`src/hdl/vslpf_pkg.sv`:
```
package vslpf_pkg;

  localparam int SAMPLE_W = 32;
  localparam int STAMP_W  = 24;
  localparam int TF_W     = 24;
  localparam int DT_W     = 16;
  localparam int MUL_A_W  = TF_W + 1;
  localparam int PROD_W   = MUL_A_W + SAMPLE_W;
  localparam int ACC_W    = PROD_W + 1;
  localparam int DEN_W    = TF_W + 1;
  localparam int QUO_W    = 32;
  localparam int CNT_W    = $clog2(QUO_W);

  localparam int IN_TDATA_W  = 56;
  localparam int OUT_TDATA_W = 32;

  localparam logic [TF_W-1:0] TF_RESET        = TF_W'(90000);
  localparam logic [DT_W-1:0] ZERO_STEP_TICKS = DT_W'(13500);
  localparam logic [DT_W-1:0] MAX_STEP_TICKS  = DT_W'(45000);

  localparam logic FUNC_FILTER  = 1'b0;
  localparam logic FUNC_RESTART = 1'b1;

  typedef enum logic [2:0] {
    ST_IDLE,
    ST_MUL_TF,
    ST_MUL_DT,
    ST_ACC,
    ST_DIV_GO,
    ST_DIV_WAIT,
    ST_OUT
  } vslpf_state_t;

  typedef struct packed {
    logic              start;
    logic [ACC_W-1:0]  dividend;
    logic [DEN_W-1:0]  divisor;
  } vslpf_div_req_t;

  typedef struct packed {
    logic              done;
    logic [QUO_W-1:0]  quotient;
  } vslpf_div_rsp_t;

endpackage

```
`src/hdl/vslpf_div.sv`:
```
module vslpf_div
  import vslpf_pkg::*;
(
  input  logic           clk,
  input  logic           rst_n,
  input  vslpf_div_req_t req,
  output vslpf_div_rsp_t rsp
);

  // Restoring division, one quotient bit a cycle. The caller guarantees
  // dividend >> QUO_W < divisor, so the quotient fits QUO_W bits.
  logic [DEN_W-1:0] rem_r, rem_nxt;
  logic [QUO_W-1:0] quo_r, quo_nxt;
  logic [CNT_W-1:0] cnt_r, cnt_nxt;
  logic             busy_r, busy_nxt;
  logic             done_r, done_nxt;

  logic [DEN_W:0]   trial;
  logic [DEN_W+1:0] diff;

  always_comb begin
    trial    = {rem_r, quo_r[QUO_W-1]};
    diff     = {1'b0, trial} - {2'b00, req.divisor};
    rem_nxt  = rem_r;
    quo_nxt  = quo_r;
    cnt_nxt  = cnt_r;
    busy_nxt = busy_r;
    done_nxt = 1'b0;
    if (req.start) begin
      rem_nxt  = req.dividend[QUO_W +: DEN_W];
      quo_nxt  = req.dividend[QUO_W-1:0];
      cnt_nxt  = CNT_W'(QUO_W - 1);
      busy_nxt = 1'b1;
    end else if (busy_r) begin
      if (!diff[DEN_W+1]) begin
        rem_nxt = diff[DEN_W-1:0];
        quo_nxt = {quo_r[QUO_W-2:0], 1'b1};
      end else begin
        rem_nxt = trial[DEN_W-1:0];
        quo_nxt = {quo_r[QUO_W-2:0], 1'b0};
      end
      cnt_nxt = cnt_r - 1'b1;
      if (cnt_r == '0) begin
        busy_nxt = 1'b0;
        done_nxt = 1'b1;
      end
    end
  end

  always_ff @(posedge clk) begin
    if (!rst_n) begin
      busy_r <= 1'b0;
      done_r <= 1'b0;
      cnt_r  <= '0;
    end else begin
      busy_r <= busy_nxt;
      done_r <= done_nxt;
      cnt_r  <= cnt_nxt;
    end
    rem_r <= rem_nxt;
    quo_r <= quo_nxt;
  end

  assign rsp.done     = done_r;
  assign rsp.quotient = quo_r;

endmodule

```
`config.mk`:
```
export PLATFORM = sky130hd
export DESIGN_NAME = vslpf_div
export DESIGN_NICKNAME = d
export VERILOG_FILES = /design/src/hdl/vslpf_pkg.sv /design/src/hdl/vslpf_div.sv
export SDC_FILE = /design/constraint.sdc
export NUM_CORES = 1
export LEC_CHECK = 0
export ABC_AREA = 1
export BUFFER_PORTS_ARGS = -buffer_cell sky130_fd_sc_hd__buf_4
export CAP_MARGIN = 20
export CORE_UTILIZATION = 59
export DETAILED_ROUTE_END_ITERATION = 8
export GPL_TIMING_DRIVEN = 1
export PLACE_DENSITY = 0.88
export SYNTH_ARGS = -nofsm -noshare
export SYNTH_HDL_FRONTEND = slang
export SYNTH_SLANG_ARGS = --single-unit
```
`constraint.sdc`:
```
create_clock -name clk -period 3.8 [get_ports clk]
set_input_delay 0.19 -clock clk [delete_from_list [all_inputs] [get_ports clk]]
set_output_delay 0.19 -clock clk [all_outputs]
set_load 0.01 [all_outputs]
```
Word level (Yosys, flattened, before mapping)
Index checks and enable logic that the tools add are counted.
W data, S select, Z words.
{ "word_totals": {"out_inout_bits": 33, "input_bits": 86, "regBits": 64, "wordCells": 24} }
{ "classes": {"muxes": 12, "n_reduce_logical": 3, "bitwise": 2, "add_sub_neg": 2} }
{ "op_table": {"columns": ["op", "n"], "rows": [
  ["$mux W25", 3],
  ["$mux W32", 2],
  ["$sub A26 B25 Y27", 1],
  ["$mux W5", 2],
  ["$logic_not A5 Y1", 1],
  ["$mux W1", 5],
  ["$sub A5 B1 Y5 const B", 1],
  ["$reduce_or A3 Y1", 1],
  ["$not A1 Y1", 2],
  ["$reduce_bool A2 Y1", 1]
]} }

Longest topological paths before layout
Gate-level depths: netlist of run 1.
{ "depth": {"ltp_word": 4, "ltp_mapped": 15, "depth_no_buf": 15} }

Worst setup path before layout of run 1
Ideal clock, no wire load.
{ "synth_timing": {"path_type": "input to register", "startpoint": "in req[83] in the netlist's numbering", "endpoint": "reg cnt_r[1]", "setup_time_ps": 77, "path_buffers": 1, "slack_ps": 1629, "arrival_ps": 2094, "required_time_ps": 3723, "path_stages": 5, "path_cell_list": "clkbuf_1 inv_2 nand2_1 o21ai_0 a31oi_1"} }
{ "synth_via": {"elab_chain_len": 1, "elab_cells_between_ends": 2, "cone_classes": "mux (1); reduce/logical (1)"} }
{ "synth_rtl": {"columns": ["item", "line_no", "rtl"], "rows": [
  ["start, declared", "vslpf_div.sv:6", "input vslpf_div_req_t req,"],
  ["$mux W5 or $reduce_bool A2 Y1 (tied branches)", null, null],
  ["end signal, assigned", "vslpf_div.sv:58", "cnt_r <= cnt_nxt;"],
  ["end, declared", "vslpf_div.sv:14", "logic [CNT_W-1:0] cnt_r, cnt_nxt;"]
]} }
Several ways; a longest one is shown, not always the timed one.
A chain may end at the register's enable or synchronous reset.

Worst setup path in the final report of run 1
{ "layout_timing": {"startpoint": "reg rem_r[17]", "endpoint": "reg rem_r[23], data pin"} }
{ "layout_via": {"elab_chain_len": 4} }
{ "layout_rtl": {"columns": ["item", "line_no", "rtl"], "rows": [
  ["start, declared", "vslpf_div.sv:12", "logic [DEN_W-1:0] rem_r, rem_nxt;"],
  ["start signal, assigned", "vslpf_div.sv:60", "rem_r <= rem_nxt;"],
  ["$sub A26 B25 Y27", "vslpf_div.sv:23", "diff = {1'b0, trial} - {2'b00, req.divisor};"],
  ["$mux W25", "vslpf_div.sv:35", "if (!diff[DEN_W+1]) begin"],
  ["$mux W25", "vslpf_div.sv:34", "end else if (busy_r) begin"],
  ["$mux W25", "vslpf_div.sv:29", "if (req.start) begin"],
  ["via rem_nxt[23]", "vslpf_div.sv:12", null]
]} }
The timed path passes the listed nets, and every way through them passes these cells. The select of a mux whose other input is x is not followed.

==> impl_metrics.tcl, run 1 <==
set metrics [dict create \
    status "completed" \
    dpl_cell_area_um2 6040 \
    reg2reg_from "rem_r[17]" \
    post_drt_wl_per_cell_um 12.9 \
    post-route-min-period_ns 2.38 \
    clockBufferDepth 2 \
    die_w_um 95.0 \
    cp-end-kind "flip-flop" \
    vias 5075 \
    wl_um 12700 \
    intPower_mw 1.78 \
    cp.arrival_ns 2.58 \
    io-pin-count 119 \
    r2r_slack_ns 1.42 \
    clkTransAtPathRegs_ns 0.08 \
    crit_type "reg -> reg" \
    post_cts_buffers 0 \
    first_global_vias 4779 \
    multi_input_area_um2 2660 \
    leakage_nw 3.51 \
    final_design_area_no_fill_um2 6250 \
    gp_congestion 0.963 \
    reg2reg_depth 11 \
    grt_pass1_wl_um 21100 \
    startpoint_type "flip-flop" \
    crit_required_ns 4.00 \
    cts_sinks 64 \
    grt_usage_pct 29.9 \
    grt.overflow.total 0 \
    num-fill-cells 636 \
    numCtsBuffers 9 \
    stdcell_count 988 \
    timing.final.ws_setup_ns 1.42 \
    yosys.cell_types.count 33 \
    hold_viol_final 0 \
    clock_latency_ns 0.34 \
    hpwl_um 9720 \
    holdCritStartpoint "req[47]" \
    synth_warnings 0 \
    synth_area_um2 5100 \
    crit_path_cell_trace "ha_1, nand2_1, nor2_1, nand2_1, nor2_2, nand2_2, nand2_4, nand2_1, nand2_1, nand2_1, nand2_1" \
    pre_cts_ws_ns 1.45 \
    design.core.area_um2 8300 \
    initial_core_util_pct 61.5 \
    rsz0062_at_grt "no" \
    cts_root_buffer "clkbuf_8" \
    critical-path-max-stage-delay_ns 0.42 \
    drv_cap 0 \
    diodes 0 \
    hold-worst-slack_ns 0.120 \
    die_area_um2 9020 \
    worstHoldEndpoint "quo_r[22]" \
    antenna_found_initial 0 \
    p_seq_share_pct 33.9 \
    cts_tree "done" \
    combinationalPowerShare_pct 44.3 \
    swShare_pct 38.5 \
    ys_seq_area_share_pct 36.3 \
    ctsResizeCount 0 \
    setup_viol 0 \
    relSlewSlack_pct 31.6 \
    fmax_mhz 421 \
    remaining_drc_errors 0 \
    p_switching_mw 1.12 \
    path_max_fanout 26 \
    p_clk_share_pct 21.8 \
    synth.net_count 880 \
    syn_inst 766 \
    path_common_cell "nand2_1" \
    r2r-end "rem_r[23]" \
    grt_max_degree 63 \
    area_growth_pct 22.5 \
    syn_area_per_cell_um2 6.66 \
    layout-drive-gt1-share_pct 16.9 \
    htreeDepth 3 \
    portBuffers 117 \
    peakVddDrop_v 0.000267 \
    cpMaxStageDelayCell "edfxtp_1" \
    ys_seq_elements 64 \
    dr.pass1.iters 5 \
    hp-class "in -> reg" \
    fin_skew_ns 0.0146 \
    fin_nets 992 \
    viasPerCell 5.14 \
    die_h_um 95.0 \
    powerDensity_nw_per_um2 463 \
    max_slew.worst_pin.slew_ns 1.02 \
    ant_nets 0 \
    drtIter0Drc 306 \
    register_area_um2 1850 \
    dp.cells 972 \
    rows 33 \
    tns_ns 0 \
    slew_viol_final 0 \
    hold_buffers 0 \
    hold_path_depth 3 \
    final.period_utilization_pct 62.6 \
]
==> synth_stat cells <==
| cell | n | area, µm² |
|---|---|---|
| nand2_1 | 365 | 1370 |
| inv_1 | 129 | 484 |
| edfxtp_1 | 57 | 1710 |
| nand3_1 | 50 | 250 |
| nor2_1 | 31 | 116 |
| ha_1 | 27 | 338 |
| nand3b_1 | 25 | 188 |
| clkbuf_1 | 13 | 48.8 |
| a21oi_1 | 11 | 55.1 |
| nand4_1 | 8 | 50.1 |
| dfxtp_1 | 7 | 140 |
| xnor2_1 | 7 | 61.3 |
| nor2_2 | 4 | 25.0 |
| o21ai_0 | 4 | 20.0 |
| a31oi_1 | 3 | 18.8 |
| buf_6 | 3 | 33.8 |
| and2_1 | 2 | 12.5 |
| buf_2 | 2 | 10.0 |
| buf_4 | 2 | 15.0 |
| nand2_2 | 2 | 12.5 |
| nor4_1 | 2 | 12.5 |
| a21oi_4 | 1 | 16.3 |
| fa_1 | 1 | 20.0 |
| inv_2 | 1 | 3.75 |
| nand2_4 | 1 | 11.3 |
| nand3_2 | 1 | 10.0 |
| nand3b_4 | 1 | 20.0 |
| nor3_2 | 1 | 10.0 |
| o211ai_1 | 1 | 7.51 |
| o21bai_1 | 1 | 7.51 |
| o31ai_1 | 1 | 7.51 |
| or2_1 | 1 | 6.26 |
| xor2_1 | 1 | 8.76 |
==> cell usage in the layout, fill, tap and decap left out, types with 3 or more instances in the layout <==
master    Yosys  layout
dfxtp_1       7       7
inv_1       129     129
clkbuf_8      0       9
xnor2_1       7       7
a21oi_1      11      11
nand4_1       8       8
edfxtp_1     57      57
buf_4         2     121
nor2_2        4       4
nor2_1       31      31
nand2_1     365     364
o21ai_0       4       4
nand3_1      50      50
a31oi_1       3       3
nand3b_1     25      25
ha_1         27      27
nand2_2       2       3
==> power groups by stage <==
| stage | Combinational (mW) | Sequential, mW | Clock, mW |
|---|---|---|---|
| 2_1_floorplan | 0.911 | 0.992 | 0 |
| 3_3_place_gp | 1.22 | 0.988 | 0 |
| 3_5_place_dp | 1.26 | 0.991 | 0 |
| 4_1_cts | 1.27 | 0.979 | 0.642 |
| 6_report | 1.28 | 0.981 | 0.631 |
| 5_1_grt | 1.45 | 0.993 | 0.661 |
==> worst max-delay path by stage <==
stage                     startpoint         to  cells past startpoint
after floorplan              req[83]   cnt_r[1]                      5
after global placement     quo_r[31]  rem_r[23]                     12
after detailed placement   rem_r[16]  rem_r[23]                     13
after CTS                  quo_r[31]  rem_r[23]                     12
after global routing       rem_r[15]  rem_r[21]                     13
final                      rem_r[17]  rem_r[23]                     11
==> layer usage <==
metal  global-route usage, %  wire length [µm]  vias to the layer above
li1                        -                 -                     2602
met1                    38.4              5590                     2288
met2                    50.7              6130                      171
met5                       0                 0                        -
met3                    6.36               856                       14
met4                    8.33               157                        0
==> state kept, by name (all words and copies together), names as in the netlist <==
signal,flops
quo_r,32
cnt_r,5
busy_r,1
rem_r,25
done_r,1
==> through the flow <==
step | utilization, % | power, mW
after floorplan | - | 1.90
after global placement | 72.7 | 2.21
after detailed placement | 72.7 | 2.25
after CTS | 75.3 | 2.89
after global routing | 75.3 | 3.10
final | 75.3 | 2.90
==> worst max-delay path, delay by kind of cell, from the launching register on <==
| family | cells | cell delay (ns) |
|---|---|---|
| simple gates | 10 | 1.42 |
| flops | 1 | 0.42 |
| fa+ha+maj | 1 | 0.42 |
==> layout make-up <==
type,instances,share of cell area [%]
Tap cell,105,2.10
Inverter,130,7.81
Multi-Input combinational cell,552,42.5
Clock inverter,6,1.36
Clock buffer,10,2.04
Timing Repair Buffer,121,14.5
Sequential cell,64,29.6
==> kinds of logic after synthesis <==
kind of cell	share of synthesized area [%]
flip-flops	36.3
AND/OR/NAND/NOR	41.0
adder cells (fa/ha/maj)	7.01
AO/OA/AOI/OAI	2.60
buffers and inverters	11.7
XOR/XNOR	1.37
(Power assumes the default switching activity.)
==> run 2, diff against run 1 <==
--- a/config.mk
+++ b/config.mk
@@ -5,13 +5,13 @@
 export SDC_FILE = /design/constraint.sdc
 export NUM_CORES = 1
 export LEC_CHECK = 0
-export ABC_AREA = 1
+export ABC_AREA = 0
 export BUFFER_PORTS_ARGS = -buffer_cell sky130_fd_sc_hd__buf_4
 export CAP_MARGIN = 20
-export CORE_UTILIZATION = 59
+export CORE_UTILIZATION = 54
 export DETAILED_ROUTE_END_ITERATION = 8
 export GPL_TIMING_DRIVEN = 1
-export PLACE_DENSITY = 0.88
+export PLACE_DENSITY = 0.83
 export SYNTH_ARGS = -nofsm -noshare
 export SYNTH_HDL_FRONTEND = slang
 export SYNTH_SLANG_ARGS = --single-unit
==> constraint.sdc (replaced) <==
create_clock -name clk -period 2.3 [get_ports clk]
set_input_delay 0.115 -clock clk [delete_from_list [all_inputs] [get_ports clk]]
set_output_delay 0.115 -clock clk [all_outputs]
set_load 0.01 [all_outputs]
==> impl_metrics.tcl, run 2 <==
set metrics [dict create \
    multi_input_area_um2 2750 \
    die_area_um2 8990 \
    yosys-top-cells-area "edfxtp_1 (37%), mux2_2 (7.8%), ha_1 (7.3%), inv_1 (3.1%), dfxtp_1 (3.0%)" \
    powerDensity_nw_per_um2 859 \
    synth_area_um2 4650 \
    ys_seq_area_share_pct 39.8 \
    status "complete, but fails checks" \
    cp_top_family "simple AND/OR/NAND/NOR gates" \
    violations "setup timing" \
    crit_path_cell_trace "inv_2, ha_4, inv_2, fa_2, a21o_1, and4_4, o21ai_4, a211oi_4, or2_4, buf_12, and4_4, nor4_2" \
    htreeDepth 3 \
    synth_warnings 0 \
    post-route-min-period_ns 2.76 \
    syn_inst 471 \
    wl_um 14900 \
    fmax_mhz 363 \
    layout-drive-gt1-share_pct 48.3 \
    synth_edf_count 57 \
    cpMaxStageDelayCell "edfxtp_1" \
    io-pin-count 119 \
    leakage_nw 2.99 \
    synth_compound_gate_area_share_pct 18.5 \
    portBuffers 117 \
    async_flop_share_pct 0 \
    die_w_um 94.8 \
    drtIter0Drc 425 \
    vias 4682 \
    final_cell_mix "buf_4 (202), edfxtp_1 (57), inv_1 (37)" \
    fin_nets 780 \
    clkTransAtPathRegs_ns 0.09 \
    cp.arrival_ns 2.92 \
    fin_skew_ns 0.0119 \
    drv_cap 0 \
    crit_type "reg -> reg" \
    hold_buffers 0 \
    grt_usage_pct 32.3 \
    ys.flop_type "edfxtp_1" \
    grt.overflow.total 0 \
    peakVddDrop_v 0.000584 \
    ys_seq_elements 64 \
    register_area_um2 1850 \
    clock_latency_ns 0.36 \
    synthTopCellsByCount "edfxtp_1 (57), inv_1 (39), nand2_1 (37)" \
    cts_tree "done" \
    numCtsBuffers 9 \
    hold_path_depth 2 \
    post_drt_wl_per_cell_um 19.2 \
    synth_top_area_share_pct 36.8 \
    dr.pass1.iters 5 \
    relSlewSlack_pct 67.9 \
    num-fill-cells 454 \
    post-route-util_pct 82.2 \
    rsz0062_at_grt "yes" \
    max_slew.worst_pin.slew_ns 0.479 \
    top_register "quo_r" \
    synth_top_area_cell "edfxtp_1" \
    hold_viol_final 0 \
    first_global_vias 4740 \
    rows 33 \
    die_h_um 94.8 \
    cts_root_buffer "clkbuf_8" \
    synth_top_family_by_area "compound AO/OA/AOI/OAI gates" \
    viasPerCell 6.03 \
    diodes 0 \
    critical-path-max-stage-delay_ns 0.41 \
    syn_area_per_cell_um2 9.87 \
    reg2reg_depth 12 \
    synth_xor_area_share_pct 2.83 \
    startpoint_type "flip-flop" \
    setup_viol 26 \
    clockBufferDepth 2 \
    synthAdderAreaFrac_pct 7.70 \
    timing.critical_path.buf_inv 3 \
    initial_core_util_pct 56.3 \
    crit_required_ns 2.46 \
    tns_ns -7.72 \
    grt_pass1_wl_um 22100 \
    timing.final.ws_setup_ns -0.455 \
    layout_commonest_cell "buf_4" \
    cp-end-kind "flip-flop" \
    design.core.area_um2 8260 \
    largest_register_ffs 32 \
    antenna_found_initial 0 \
    gp_congestion 0.899 \
    synth.net_count 585 \
    final.period_utilization_pct 120 \
    hp-class "in -> reg" \
    yosys.area_share.simple_pct 16.0 \
    pre_cts_ws_ns -0.454 \
    ant_nets 0 \
    remaining_drc_errors 0 \
    cp.depth 12 \
    yosysMostFrequentCell "edfxtp_1" \
    path_max_fanout 13 \
    synthMuxAreaShare_pct 8.18 \
    reg.largest.list "quo_r (32), rem_r (25), cnt_r (5)" \
    cts_sinks 64 \
    slew_viol_final 0 \
    hpwl_um 10200 \
    grt_max_degree 47 \
    area_growth_pct 46.0 \
    yosys.cell_types.count 69 \
]
-- run 2: cell types whose count changed after synthesis, sizes merged, moves of 7 or more --
| cell | change |
|---|---|
| nor3 | +15 |
| a31oi | +14 |
| a21boi | +7 |
| nand2 | -330 |
| nand3 | -40 |
| o21ai | +19 |
| nand3b | -25 |
| a21oi | +11 |
| inv | -91 |
| mux2 | +32 |
| a21o | +9 |
| and3 | +9 |
| buf | +10 |
-- run 2: path summary, 6_finish.rpt --
check	start	endpoint	slack, ns
max	quo_r[31]	rem_r[10]	-0.46
max reg2reg	quo_r[31]	rem_r[10]	-0.46
min reg2reg	busy_r	done_r	0.58
min	rst_n	busy_r	0.01
-- run 2: metal layers --
metal	GRT usage, %	routed length (µm)
met5	0	0
met4	12.1	326
met3	6.84	1180
met2	58.1	7770
met1	37.2	5600
-- run 2: what timing repair did --
action / 4_1_cts / 5_1_grt
endpoints found under the setup margin: 26 / 26
resized for setup: 31 / 40
setup buffers: 4 / 5
pin swaps: 14 / 26
-- run 2: report_power, final --
group	internal, mW	switching, mW
registers	1.51	0.127
clock network	0.623	0.542
logic	1.51	1.51
total	3.65	2.18
-- run 2: area by class of cell --
| cell class | count | share of cell area (%) |
|---|---|---|
| multi-input cells | 339 | 40.6 |
| well taps | 105 | 1.94 |
| clock inverters | 7 | 1.55 |
| inverters | 39 | 2.16 |
| repair buffers | 213 | 24.7 |
| clock buffers | 9 | 1.82 |
| flip-flops and latches | 64 | 27.3 |
-- run 2: per-stage QoR --
stage	hold slack (ns)	cells	power, mW	instance area (µm²)
final	0.0134	776	5.83	6790
after global routing	0.0152	776	6.07	6790
after CTS	0.0171	771	5.46	6540
after global placement	0.375	751	4.08	6170
after detailed placement	0.387	751	4.19	6170
after floorplan	0.242	471	3.13	4660
-- run 2: kinds of logic after synthesis --
logic type / count (synthesis)
AND/OR/NAND/NOR: 145
AO/OA/AOI/OAI: 117
buffers and inverters: 68
flip-flops: 64
multiplexers: 34
adder cells (fa/ha/maj): 28
XOR/XNOR: 15
